File: src/rtl/mhpq_pkg.sv
// Types, codes and tree ROM contents for the pair/quadruple Huffman decoder.
package mhpq_pkg;

    localparam int N_VALS = 4;

    localparam logic OP_PAIR = 1'b0;
    localparam logic OP_QUAD = 1'b1;

    localparam logic [1:0] TBL_ZERO  = 2'd0;
    localparam logic [1:0] TBL_TWO   = 2'd2;
    localparam logic [1:0] TBL_THREE = 2'd3;

    localparam logic [1:0] ROM_BV1 = 2'd0;
    localparam logic [1:0] ROM_BV2 = 2'd1;
    localparam logic [1:0] ROM_C1A = 2'd2;
    localparam logic [1:0] ROM_C1B = 2'd3;

    typedef logic signed [2:0] t_sample;

    typedef struct packed {
        logic       operation;
        logic [1:0] table_index;
        logic       bit_req;
        logic       has_bit;
    } t_in_item;

    typedef struct packed {
        logic signed [2:0] sample;
        logic              last;
    } t_out_item;

    // Results of one codeword handed from the core to the output buffer.
    typedef struct packed {
        logic                     load;
        logic [2:0]               count;
        t_sample [N_VALS-1:0]     vals;
    } t_burst;

    // Branch nodes hold offsets in a and b, leaves hold magnitudes in a..d.
    typedef struct packed {
        logic       leaf;
        logic [4:0] a;
        logic [4:0] b;
        logic [1:0] c;
        logic [1:0] d;
    } t_node;

    function automatic t_node br(input logic [4:0] off);
        t_node n;
        n = '0;
        n.a = 5'd1;
        n.b = off;
        return n;
    endfunction

    function automatic t_node lp(input logic [1:0] x, input logic [1:0] y);
        t_node n;
        n = '0;
        n.leaf = 1'b1;
        n.a = {3'b000, x};
        n.b = {3'b000, y};
        return n;
    endfunction

    // Quadruple leaf, magnitudes given msb first as a, b, c, d.
    function automatic t_node lq(input logic [3:0] q);
        t_node n;
        n = '0;
        n.leaf = 1'b1;
        n.a = {4'b0000, q[3]};
        n.b = {4'b0000, q[2]};
        n.c = {1'b0, q[1]};
        n.d = {1'b0, q[0]};
        return n;
    endfunction

    function automatic t_node rom_node(input logic [1:0] id, input logic [4:0] pos);
        t_node n;
        n = '0;
        unique case (id)
            ROM_BV1: begin
                unique case (pos)
                    5'd0: n = br(5'd6);
                    5'd1: n = br(5'd4);
                    5'd2: n = br(5'd2);
                    5'd3: n = lp(2'd1, 2'd1);
                    5'd4: n = lp(2'd0, 2'd1);
                    5'd5: n = lp(2'd1, 2'd0);
                    5'd6: n = lp(2'd0, 2'd0);
                    default: n = '0;
                endcase
            end
            ROM_BV2: begin
                unique case (pos)
                    5'd0:  n = br(5'd16);
                    5'd1:  n = br(5'd12);
                    5'd2:  n = br(5'd10);
                    5'd3:  n = br(5'd6);
                    5'd4:  n = br(5'd4);
                    5'd5:  n = br(5'd2);
                    5'd6:  n = lp(2'd2, 2'd2);
                    5'd7:  n = lp(2'd0, 2'd2);
                    5'd8:  n = lp(2'd1, 2'd2);
                    5'd9:  n = br(5'd2);
                    5'd10: n = lp(2'd2, 2'd1);
                    5'd11: n = lp(2'd2, 2'd0);
                    5'd12: n = lp(2'd1, 2'd1);
                    5'd13: n = br(5'd2);
                    5'd14: n = lp(2'd0, 2'd1);
                    5'd15: n = lp(2'd1, 2'd0);
                    5'd16: n = lp(2'd0, 2'd0);
                    default: n = '0;
                endcase
            end
            ROM_C1A: begin
                unique case (pos)
                    5'd0:  n = br(5'd30);
                    5'd1:  n = br(5'd22);
                    5'd2:  n = br(5'd14);
                    5'd3:  n = br(5'd8);
                    5'd4:  n = br(5'd4);
                    5'd5:  n = br(5'd2);
                    5'd6:  n = lq(4'b1011);
                    5'd7:  n = lq(4'b1111);
                    5'd8:  n = br(5'd2);
                    5'd9:  n = lq(4'b1101);
                    5'd10: n = lq(4'b1110);
                    5'd11: n = br(5'd4);
                    5'd12: n = br(5'd2);
                    5'd13: n = lq(4'b0111);
                    5'd14: n = lq(4'b0101);
                    5'd15: n = lq(4'b1001);
                    5'd16: n = br(5'd4);
                    5'd17: n = br(5'd2);
                    5'd18: n = lq(4'b0110);
                    5'd19: n = lq(4'b0011);
                    5'd20: n = br(5'd2);
                    5'd21: n = lq(4'b1010);
                    5'd22: n = lq(4'b1100);
                    5'd23: n = br(5'd4);
                    5'd24: n = br(5'd2);
                    5'd25: n = lq(4'b0010);
                    5'd26: n = lq(4'b0001);
                    5'd27: n = br(5'd2);
                    5'd28: n = lq(4'b0100);
                    5'd29: n = lq(4'b1000);
                    5'd30: n = lq(4'b0000);
                    default: n = '0;
                endcase
            end
            ROM_C1B: begin
                unique case (pos)
                    5'd0:  n = br(5'd16);
                    5'd1:  n = br(5'd8);
                    5'd2:  n = br(5'd4);
                    5'd3:  n = br(5'd2);
                    5'd4:  n = lq(4'b1111);
                    5'd5:  n = lq(4'b1110);
                    5'd6:  n = br(5'd2);
                    5'd7:  n = lq(4'b1101);
                    5'd8:  n = lq(4'b1100);
                    5'd9:  n = br(5'd4);
                    5'd10: n = br(5'd2);
                    5'd11: n = lq(4'b1011);
                    5'd12: n = lq(4'b1010);
                    5'd13: n = br(5'd2);
                    5'd14: n = lq(4'b1001);
                    5'd15: n = lq(4'b1000);
                    5'd16: n = br(5'd8);
                    5'd17: n = br(5'd4);
                    5'd18: n = br(5'd2);
                    5'd19: n = lq(4'b0111);
                    5'd20: n = lq(4'b0110);
                    5'd21: n = br(5'd2);
                    5'd22: n = lq(4'b0101);
                    5'd23: n = lq(4'b0100);
                    5'd24: n = br(5'd4);
                    5'd25: n = br(5'd2);
                    5'd26: n = lq(4'b0011);
                    5'd27: n = lq(4'b0010);
                    5'd28: n = br(5'd2);
                    5'd29: n = lq(4'b0001);
                    5'd30: n = lq(4'b0000);
                    default: n = '0;
                endcase
            end
            default: n = '0;
        endcase
        return n;
    endfunction

endpackage

File: src/rtl/mhpq_core.sv
// Codeword state machine: tree walk, sign bits and result bundling.
module mhpq_core
    import mhpq_pkg::*;
(
    input  logic     i_clk,
    input  logic     i_rst_n,
    input  logic     i_req_valid,
    input  t_in_item i_req,
    input  logic     i_buf_free,
    output logic     o_take,
    output t_burst   o_burst
);

    localparam logic [1:0] PH_IDLE = 2'd0;
    localparam logic [1:0] PH_WALK = 2'd1;
    localparam logic [1:0] PH_SIGN = 2'd2;

    logic [1:0]           r_phase, n_phase;
    logic [4:0]           r_tp, n_tp;
    logic [1:0]           r_slot, n_slot;
    logic                 r_op, n_op;
    logic [1:0]           r_tb, n_tb;
    t_sample [N_VALS-1:0] r_held, n_held;

    logic                 idle;
    logic                 zero_start;
    logic                 do_walk;
    logic                 do_sign;
    logic                 e_op;
    logic [1:0]           e_tb;
    logic [1:0]           rom_id;
    logic [2:0]           cnt;
    logic [4:0]           tp_cur;
    logic [4:0]           nxt;
    t_node                cur;
    t_node                nn;
    t_sample [N_VALS-1:0] lv;
    t_sample [N_VALS-1:0] sv;
    t_sample [N_VALS-1:0] ev;
    logic [2:0]           s_leaf;
    logic [2:0]           s_sign;
    logic                 emit;

    // Index of the first nonzero value at or above from, or cnt if none.
    function automatic logic [2:0] first_nz(input t_sample [N_VALS-1:0] v,
                                            input logic [2:0] from,
                                            input logic [2:0] cnt_in);
        logic [2:0] r;
        r = cnt_in;
        for (int i = N_VALS - 1; i >= 0; i--) begin
            if (i >= int'(from) && i < int'(cnt_in) && v[i] != 3'sd0) begin
                r = 3'(i);
            end
        end
        return r;
    endfunction

    assign idle       = (r_phase == PH_IDLE);
    assign zero_start = idle && (i_req.operation == OP_PAIR)
                        && (i_req.table_index == TBL_ZERO || i_req.table_index == TBL_THREE);
    assign do_walk    = i_req.has_bit && ((idle && !zero_start) || r_phase == PH_WALK);
    assign do_sign    = i_req.has_bit && (r_phase == PH_SIGN);

    // Operation and table come from the request only at codeword start.
    assign e_op   = idle ? i_req.operation : r_op;
    assign e_tb   = idle ? i_req.table_index : r_tb;
    assign rom_id = (e_op == OP_QUAD) ? {1'b1, e_tb[0]}
                  : ((e_tb == TBL_TWO) ? ROM_BV2 : ROM_BV1);
    assign cnt    = (e_op == OP_QUAD) ? 3'd4 : 3'd2;

    assign tp_cur = idle ? 5'd0 : r_tp;
    assign cur    = rom_node(rom_id, tp_cur);
    assign nxt    = tp_cur + (i_req.bit_req ? cur.b : cur.a);
    assign nn     = rom_node(rom_id, nxt);

    assign lv[0] = {1'b0, nn.a[1:0]};
    assign lv[1] = {1'b0, nn.b[1:0]};
    assign lv[2] = {1'b0, nn.c};
    assign lv[3] = {1'b0, nn.d};

    always_comb begin
        sv = r_held;
        if (i_req.bit_req) begin
            sv[r_slot] = -r_held[r_slot];
        end
    end

    assign s_leaf = first_nz(lv, 3'd0, cnt);
    assign s_sign = first_nz(sv, {1'b0, r_slot} + 3'd1, cnt);

    always_comb begin
        n_phase = r_phase;
        n_tp    = r_tp;
        n_slot  = r_slot;
        n_op    = r_op;
        n_tb    = r_tb;
        n_held  = r_held;
        emit    = 1'b0;
        ev      = r_held;
        priority if (zero_start) begin
            n_op   = i_req.operation;
            n_tb   = i_req.table_index;
            n_held = '0;
            ev     = '0;
            emit   = 1'b1;
        end else if (do_walk) begin
            n_op    = e_op;
            n_tb    = e_tb;
            n_tp    = nxt;
            n_phase = PH_WALK;
            if (nn.leaf) begin
                n_held = lv;
                if (s_leaf == cnt) begin
                    emit = 1'b1;
                    ev   = lv;
                end else begin
                    n_slot  = s_leaf[1:0];
                    n_phase = PH_SIGN;
                end
            end
        end else if (do_sign) begin
            n_held = sv;
            if (s_sign == cnt) begin
                emit = 1'b1;
                ev   = sv;
            end else begin
                n_slot = s_sign[1:0];
            end
        end else if (i_req.has_bit && !idle && r_phase != PH_WALK && r_phase != PH_SIGN) begin
            n_phase = PH_IDLE;
            n_tp    = 5'd0;
        end
        if (emit) begin
            n_phase = PH_IDLE;
            n_tp    = 5'd0;
            n_slot  = 2'd0;
        end
    end

    // Hold a result-producing request until the output buffer has room.
    assign o_take        = i_req_valid && (!emit || i_buf_free);
    assign o_burst.load  = o_take && emit;
    assign o_burst.count = cnt;
    assign o_burst.vals  = ev;

    always_ff @(posedge i_clk) begin
        if (!i_rst_n) begin
            r_phase <= PH_IDLE;
            r_tp    <= 5'd0;
            r_slot  <= 2'd0;
            r_op    <= OP_PAIR;
            r_tb    <= TBL_ZERO;
        end else if (o_take) begin
            r_phase <= n_phase;
            r_tp    <= n_tp;
            r_slot  <= n_slot;
            r_op    <= n_op;
            r_tb    <= n_tb;
        end
    end

    always_ff @(posedge i_clk) begin
        if (o_take) begin
            r_held <= n_held;
        end
    end

endmodule

File: src/rtl/mhpq_outbuf.sv
// Output buffer: holds one codeword's samples and sends them one per cycle while i_smp_ready is high.
module mhpq_outbuf
    import mhpq_pkg::*;
(
    input  logic      i_clk,
    input  logic      i_rst_n,
    input  t_burst    i_burst,
    output logic      o_buf_free,
    output logic      o_smp_valid,
    input  logic      i_smp_ready,
    output t_out_item o_smp
);

    t_sample [N_VALS-1:0] r_vals;
    logic [2:0]           r_rem;
    logic [1:0]           r_idx;
    logic                 pop;

    assign pop         = (r_rem != 3'd0) && i_smp_ready;
    assign o_buf_free  = (r_rem == 3'd0) || (r_rem == 3'd1 && i_smp_ready);
    assign o_smp_valid = (r_rem != 3'd0);
    assign o_smp.sample = r_vals[r_idx];
    assign o_smp.last   = (r_rem == 3'd1);

    always_ff @(posedge i_clk) begin
        if (!i_rst_n) begin
            r_rem <= 3'd0;
            r_idx <= 2'd0;
        end else if (i_burst.load) begin
            r_rem <= i_burst.count;
            r_idx <= 2'd0;
        end else if (pop) begin
            r_rem <= r_rem - 3'd1;
            r_idx <= r_idx + 2'd1;
        end
    end

    always_ff @(posedge i_clk) begin
        if (i_burst.load) begin
            r_vals <= i_burst.vals;
        end
    end

endmodule

File: src/rtl/mp3_huffman_pair_quad_decoder.sv
// Top level of the MP3 pair/quadruple Huffman decoder.
// Timing: an accepted request is registered in the input stage, and the core updates the codeword state
// from it when taken; a finished codeword is loaded into the output buffer, which then offers its first sample.
// Throughput: one request per cycle unless stalled; a codeword's 2 or 4 samples leave one per cycle while
// i_smp_ready is high, and a request that finishes a codeword waits while the output buffer is full.
// Reset: synchronous active-low i_rst_n clears the input stage, walk state and buffer.
module mp3_huffman_pair_quad_decoder
    import mhpq_pkg::*;
(
    input  logic      i_clk,
    input  logic      i_rst_n,
    input  logic      i_req_valid,
    output logic      o_req_ready,
    input  t_in_item  i_req,
    output logic      o_smp_valid,
    input  logic      i_smp_ready,
    output t_out_item o_smp
);

    logic     r_in_valid;
    t_in_item r_in;
    logic     take;
    logic     buf_free;
    t_burst   burst;

    assign o_req_ready = !r_in_valid || take;

    always_ff @(posedge i_clk) begin
        if (!i_rst_n) begin
            r_in_valid <= 1'b0;
        end else if (i_req_valid && o_req_ready) begin
            r_in_valid <= 1'b1;
        end else if (take) begin
            r_in_valid <= 1'b0;
        end
    end

    always_ff @(posedge i_clk) begin
        if (i_req_valid && o_req_ready) begin
            r_in <= i_req;
        end
    end

    mhpq_core u_core (
        .i_clk       (i_clk),
        .i_rst_n     (i_rst_n),
        .i_req_valid (r_in_valid),
        .i_req       (r_in),
        .i_buf_free  (buf_free),
        .o_take      (take),
        .o_burst     (burst)
    );

    mhpq_outbuf u_outbuf (
        .i_clk       (i_clk),
        .i_rst_n     (i_rst_n),
        .i_burst     (burst),
        .o_buf_free  (buf_free),
        .o_smp_valid (o_smp_valid),
        .i_smp_ready (i_smp_ready),
        .o_smp       (o_smp)
    );

endmodule

File: config.mk
export PLATFORM = sky130hd
export DESIGN_NAME = mp3_huffman_pair_quad_decoder
export DESIGN_NICKNAME = d
export VERILOG_FILES = /design/src/rtl/mhpq_pkg.sv /design/src/rtl/mhpq_core.sv /design/src/rtl/mhpq_outbuf.sv /design/src/rtl/mp3_huffman_pair_quad_decoder.sv
export SDC_FILE = /design/constraint.sdc
export NUM_CORES = 1
export LEC_CHECK = 0
export BUFFER_PORTS_ARGS = -buffer_cell sky130_fd_sc_hd__buf_2
export CAP_MARGIN = 20
export CORE_MARGIN = 1.5
export CORE_UTILIZATION = 55
export DETAILED_ROUTE_END_ITERATION = 16
export PLACE_DENSITY = 0.75
export SYNTH_ARGS = -nofsm -noshare
export SYNTH_HDL_FRONTEND = slang
export SYNTH_HIERARCHICAL = 1
export SYNTH_SLANG_ARGS = --single-unit
File: constraint.sdc
create_clock -name i_clk -period 6.65 [get_ports i_clk]
set_input_delay 0.3325 -clock i_clk [delete_from_list [all_inputs] [get_ports i_clk]]
set_output_delay 0.3325 -clock i_clk [all_outputs]
set_load 0.005 [all_outputs]
; Word-level counts from Yosys, hierarchy flattened
; Memories as Yosys holds them, arrays and structs flattened.
; Cells that the tools add are included.
; W data, S select, Z words.
[classes]
n_addsub = 5
bitwise = 2
reduce_logical = 61
mux = 68
n_eq_ne = 30
order_cmp = 11
[op_table]
columns = operator, n
row1 = $mux W12, 9
row2 = $pmux W15 S7, 1
row3 = $pmux W10 S7, 1
row4 = $pmux W15 S4, 1
row5 = $pmux W14 S4, 1
row6 = $mux W3, 14
row7 = $mux W2, 18
row8 = $reduce_bool A3 Y1, 12
row9 = $mux W5, 7
row10 = $eq A5 B3 Y1 const B, 6
row11 = $logic_and A1 B1 Y1, 26
row12 = $eq A5 B2 Y1 const B, 4
row13 = $bmux W3 S2, 2
row14 = $bwmux W12, 1
row15 = $mux W1, 12
row16 = $eq A2 B2 Y1 const B, 5
row17 = $eq A5 B1 Y1 const B, 2
row18 = $logic_not A5 Y1, 2
row19 = $demux W3 S2, 1
row20 = $eq A3 B3 Y1, 2
row21 = $ge A1 B3 Y1 const A, 2
row22 = $ge A2 B3 Y1 const A, 2
row23 = $logic_not A2 Y1, 3
row24 = $lt A1 B3 Y1 const A, 2
row25 = other kinds (25), 41
[totals]
output_inout_bits = 6
romBits = 1664
word_cells = 203
in_bits = 9
regBits = 47
mem_count = 6
[mem_list]
columns = name, depth, word_bits, rd, rd_ports_with_merged_regs, write_ports, line
row1 = (name not given), 32, 9, 1, 0, 0, mhpq_pkg.sv:116  ; unique case (pos)
row2 = (name not given), 32, 9, 1, 0, 0, mhpq_pkg.sv:152  ; unique case (pos)
row3 = (name not given), 32, 9, 1, 0, 0, mhpq_pkg.sv:116
row4 = (name not given), 32, 9, 1, 0, 0, mhpq_pkg.sv:152
row5 = (name not given), 32, 8, 1, 0, 0, mhpq_pkg.sv:94  ; unique case (pos)
row6 = (name not given), 32, 8, 1, 0, 0, mhpq_pkg.sv:94

; Longest topological paths before layout
[logic_depth]
depth_word = 29
ltp_mapped = 35
ltp_nobuf = 29

; Cells and area by module
; Netlist, hierarchy kept.
[modules_own_cells]
columns = module, seq_area_each_um2, cells_per_inst, instances, area_each_um2
row1 = mhpq_core, 600.6, 512, 1, 3746.1
row2 = mhpq_outbuf, 460.4, 53, 1, 730.7
row3 = mp3_huffman_pair_quad_decoder, 170.2, 10, 1, 207.7

; Worst setup path before layout
; Ideal clock, no wire load.
[synth_timing]
path_kind = reg-to-reg
from = register u_core.r_phase[1]
to = register u_outbuf.r_rem[2]
stages_incl_launch_ff = 36
n_path_buf = 6
synth_period_minus_slack_ns = 7.175
arrival_ns = 7.053
path_slack_ns = -0.525
setup_ns = 0.122
required_time_ns = 6.528
cell_sequence = dfxtp_1 buf_6 or2_1 buf_2 buf_1 nand2_1 ha_1 clkbuf_1 nand2_1 nand4_1 nor2_1 nor2_1 nand2_1 a21oi_1 o22ai_1 a311oi_1 a21o_1 ha_1 inv_1 fa_1 clkbuf_1 inv_1 ha_1 clkbuf_1 nor2_1 nor2_1 a221oi_1 o21ai_0 o41ai_4 nand4_2 nor4_4 o22ai_1 nor2_1 inv_1 o21ai_0 a21oi_1
[synth_rtl]
columns = element, line
row1 = "start, declared", mhpq_core.sv:18  ; logic [1:0] r_phase, n_phase;
row2 = "start signal, assigned", mhpq_core.sv:154  ; r_phase <= n_phase;
row3 = "end signal, assigned", mhpq_outbuf.sv:30  ; r_rem <= i_burst.count;
row4 = "end signal, assigned", mhpq_outbuf.sv:33  ; r_rem <= r_rem - 3'd1;
row5 = "end, declared", mhpq_outbuf.sv:15  ; logic [2:0] r_rem;

; Worst setup path after layout
[layout_timing]
from = register u_core.r_phase[0]
to = output o_req_ready
[layout_between]
elab_chain_len = 26
word_cells_on_any_way = 87
cone_classes = 1 x add/sub / 4 x order compare / 20 x eq/ne / 25 x mux / 31 x reduce/logical / 6 x memory
[layout_rtl]
columns = element, line
row1 = branches (longest 21 deep; another with $mem_v2 Z32 W9), n/a
row2 = $mux W1 (*), mhpq_core.sv:100  ; priority if (zero_start) begin
row3 = $logic_not A1 Y1 (*), mhpq_core.sv:141  ; assign o_take = i_req_valid && (!emit || i_buf_free);
row4 = $logic_or A1 B1 Y1 (*), mhpq_core.sv:141
row5 = $logic_and A1 B1 Y1 (*), mhpq_core.sv:141
row6 = named net take, mp3_huffman_pair_quad_decoder.sv:22  ; logic take;
row7 = $logic_or A1 B1 Y1 (*), mp3_huffman_pair_quad_decoder.sv:26  ; assign o_req_ready = !r_in_valid || take;
row8 = "end, declared", mp3_huffman_pair_quad_decoder.sv:13  ; output logic o_req_ready,
; Mark *: on every way through the listed nets, which the timed path passes. The select of a mux whose other input is x is not followed.

==> results.sh <==
export IMPL_grtUsageTotal_pct=32.20
export IMPL_final_cells=706
export IMPL_cts_buffers=5
export IMPL_rsz0062_at_grt="false"
export IMPL_switching_share_pct=39.78
export IMPL_avgRoutedWirePerCell_um=20.22
export IMPL_pwr_share_seq_pct=34.1
export IMPL_hold_violations=0
export IMPL_synth_top_area_share_pct=18.59
export IMPL_area_delta_synth_final_pct=10.63
export IMPL_clock_sinks=47
export IMPL_tightest_slew_ns=0.9314
export IMPL_power_frac_comb_pct=45.3
export IMPL_synthFlopType="edfxtp_1"
export IMPL_initial_utilization_pct=57.01
export IMPL_detail_route_first_pass_iterations=7
export IMPL_root_buffer="clkbuf_8"
export IMPL_cts_tree="built"
export IMPL_hpwl_um=10470
export IMPL_vias=4829
export IMPL_critPathLaunchType="flip-flop"
export IMPL_cp_end_kind="output port"
export IMPL_final_nets=634
export IMPL_placed_area_um2=5014
export IMPL_power_density_nw_per_um2=221.0
export IMPL_viasPerCell=6.840
export IMPL_synth_seq_cells=47
export IMPL_clk_pin_slew_worst_paths_ns=0.09
export IMPL_ioPinCount=15
export IMPL_clk_latency_ns=0.30
export IMPL_cp_required_ns=6.32
export IMPL_switchingPower_mw=0.4555
export IMPL_arrival_ns=6.00
export IMPL_design_area_um2=5182
export IMPL_max_freq_mhz=158.0
export IMPL_clockBufferDepth=2
export IMPL_synth_edf_count=29
export IMPL_crit_family="simple AND/OR/NAND/NOR gates"
export IMPL_synth_top_family_by_area="compound AO/OA/AOI/OAI gates"
export IMPL_detail_route_antenna_nets=0
export IMPL_fin_ws_ns=0.3195
export IMPL_synth_area_top_cells="edfxtp_1 19%, dfxtp_1 7.7%, ha_1 6.4%"
export IMPL_drt_first_iter_violations=397
export IMPL_crit_fanout=14
export IMPL_period_minus_slack_ns=6.330
export IMPL_slew_headroom_pct=37.10
export IMPL_ir_drop_mv=0.08830
export IMPL_n_antenna_cell=0
export IMPL_antenna_found_initial=0
export IMPL_globalplace_congestion=1.046
export IMPL_synthXorXnorAreaFrac_pct=3.018
export IMPL_core_area_um2=8217
export IMPL_finalSetupTns_ns=0
export IMPL_grt_pass1_wl_um=22560
export IMPL_synth_cell_types=83
export IMPL_slew_viol_final=0
export IMPL_final_util_pct=63.07
export IMPL_fill_cells=717
export IMPL_wl_um=14280
export IMPL_yosys_warnings=6
export IMPL_syn_num_nets=609
export IMPL_seq_area_um2=1232
export IMPL_period_share_pct=95.20
export IMPL_finalSetupViolations=0
export IMPL_portBuffers=14
export IMPL_p_int_mw=0.6896
export IMPL_leakagePower_nw=2.098
export IMPL_synth_area_leader_cell="edfxtp_1"
export IMPL_multi_input_area_um2=3213
export IMPL_grt_pass1_vias=4414
export IMPL_rows=33
export IMPL_critical_path_class="reg -> out"
export IMPL_die_w_um=95.29
export IMPL_die_h_um=95.29
export IMPL_ys_seq_area_share_pct=26.28
export IMPL_synthMuxAreaShare_pct=10.10
export IMPL_crit_top_cell="nor2_1"
export IMPL_syn_avg_cell_area_um2=8.147
export IMPL_fin_skew_ns=0.01253
export IMPL_slowest_stage="fa_1"
export IMPL_grt_start_max_net_pins=26
export IMPL_htree_levels=2
export IMPL_drcViolationCount=0
export IMPL_p_clk_share_pct=20.5
export IMPL_syn_inst=575
export IMPL_grt_overflow_total=0
export IMPL_worst_path_buf_inv=4
export IMPL_status="completed"
export IMPL_preCtsSetupSlack_ns=0.1763
export IMPL_die_area_um2=9080
export IMPL_synth_compound_area_share_pct=25.80
export IMPL_hold_path_class="in -> reg"
export IMPL_yosys_area_share_simple_pct=22.12
export IMPL_drive_above_1_share_pct=16.14
export IMPL_max_stage_delay_ns=0.48
export IMPL_synth_adder_area_share_pct=6.838
export IMPL_syn_area_um2=4684
export IMPL_ys_async_sr_fraction_pct=0
export IMPL_maxCapViolCount=0
export IMPL_dp_cells=696
cell families (layout without fill, tap and decap cells):
family | count (synthesis) | count (layout)
muxes | 38 | 38
other | 1 | 1
xor gates and xnor gates | 12 | 12
DFF | 47 | 47
and+or+nand+nor | 213 | 213
AOI/OAI and AO/OA | 174 | 174
adders and majority gates | 25 | 25
buffers and inverters | 65 | 91
power groups by stage:
stage / clock network [mW] / registers, mW / logic, mW
after floorplan: 0 / 0.377 / 0.367
after global placement: 0 / 0.392 / 0.489
after detailed placement: 0 / 0.395 / 0.499
after CTS: 0.236 / 0.389 / 0.502
after global routing: 0.248 / 0.394 / 0.563
final: 0.235 / 0.391 / 0.519
stage by stage:
stage	hold WS, ns	total power, mW
2_1_floorplan	0.4314	0.7443
4_1_cts	0.1906	1.127
3_5_place_dp	0.4556	0.8937
3_3_place_gp	0.4562	0.8815
6_report	0.2003	1.145
5_1_grt	0.1857	1.205
cell usage in the layout, fill, tap and decap left out, types with 6 or more instances in the layout:
master    Yosys  layout
a211oi_1      8       8
a21oi_1      44      43
a31oi_1      12      12
and2_1        9       9
buf_2         3      14
buf_4         2      39
dfxtp_1      18      17
edfxtp_1     29      29
ha_1         24      24
inv_1        29      29
mux2i_1      27      27
nand2_1      69      69
nand2b_1     10      10
nand3_1      25      25
nor2_1       57      56
nor3_1        9       9
o21ai_0      32      32
o21ai_1       6       6
o22ai_1       9       9
o31ai_1       6       6
per-layer routing:
metal	GRT usage [%]	up-vias	share of wire [%]
li1	-	2193	-
met3	3.429	62	8.5
met2	52.84	309	47
met5	0	-	0
met4	14.55	0	3.9
met1	42.46	2265	41
synth_stat cells, drive strengths merged (3+ instances only):
library cell  instances
xor2                  5
a221o                 4
inv                  30
nand2b               11
nor2                 59
o211ai                3
nand3                25
a211oi               10
o22ai                 9
nor4                  4
and2                 10
o31ai                 7
o41ai                 3
mux2i                27
and3                  3
nor3                  9
mux4                  6
a21oi                44
ha                   24
buf                  10
o21ai                38
xnor2                 6
mux2                  5
o2111ai               3
a221oi                5
a311oi                3
o32ai                 3
a31oi                12
dfxtp                18
nor2b                 4
nand4                 4
nand2                71
a21o                  3
edfxtp               29
clkbuf               25
o311ai                4
final cells by class:
class / count / area share [%]
clock buffer: 6 / 1.811
clock inverter: 2 / 0.7001
inverter: 30 / 2.173
multi-input combinational: 463 / 62.00
sequential: 47 / 23.78
tap: 105 / 2.535
timing repair buffer: 53 / 7.001
flip-flops by register name, summed over array words and instances, names as in the netlist:
signal,count
u_outbuf/r_rem,3
r_in_valid,1
u_core/r_held,12
u_core/r_tp,5
r_in,5
u_core/r_op,1
u_core/r_slot,2
u_core/r_phase,2
u_outbuf/r_idx,2
u_outbuf/r_vals,12
u_core/r_tb,2
path summary, 6_finish.rpt:
path	slack, ns	startpoint	depth (start not counted)	endpoint
setup / recovery	0.32	u_core/r_phase[0]$_SDFFE_PN0P_	28	o_req_ready
hold / removal	0.20	i_req[3]	1	r_in[3]$_DFFE_PP_
setup reg to reg	0.33	u_core/r_phase[0]$_SDFFE_PN0P_	29	u_outbuf/r_vals[4]$_DFFE_PP_
hold reg to reg	0.47	u_core/r_tb[1]$_SDFFE_PN0P_	2	u_core/r_tb[1]$_SDFFE_PN0P_
what timing repair did:
item / CTS / global route
buffers inserted: 0 / 2
hold buffers: 0 / 0
endpoints found under the setup margin: 0 / 59
resized for setup: 0 / 6
No activity file was read; power rests on OpenSTA's default activity.
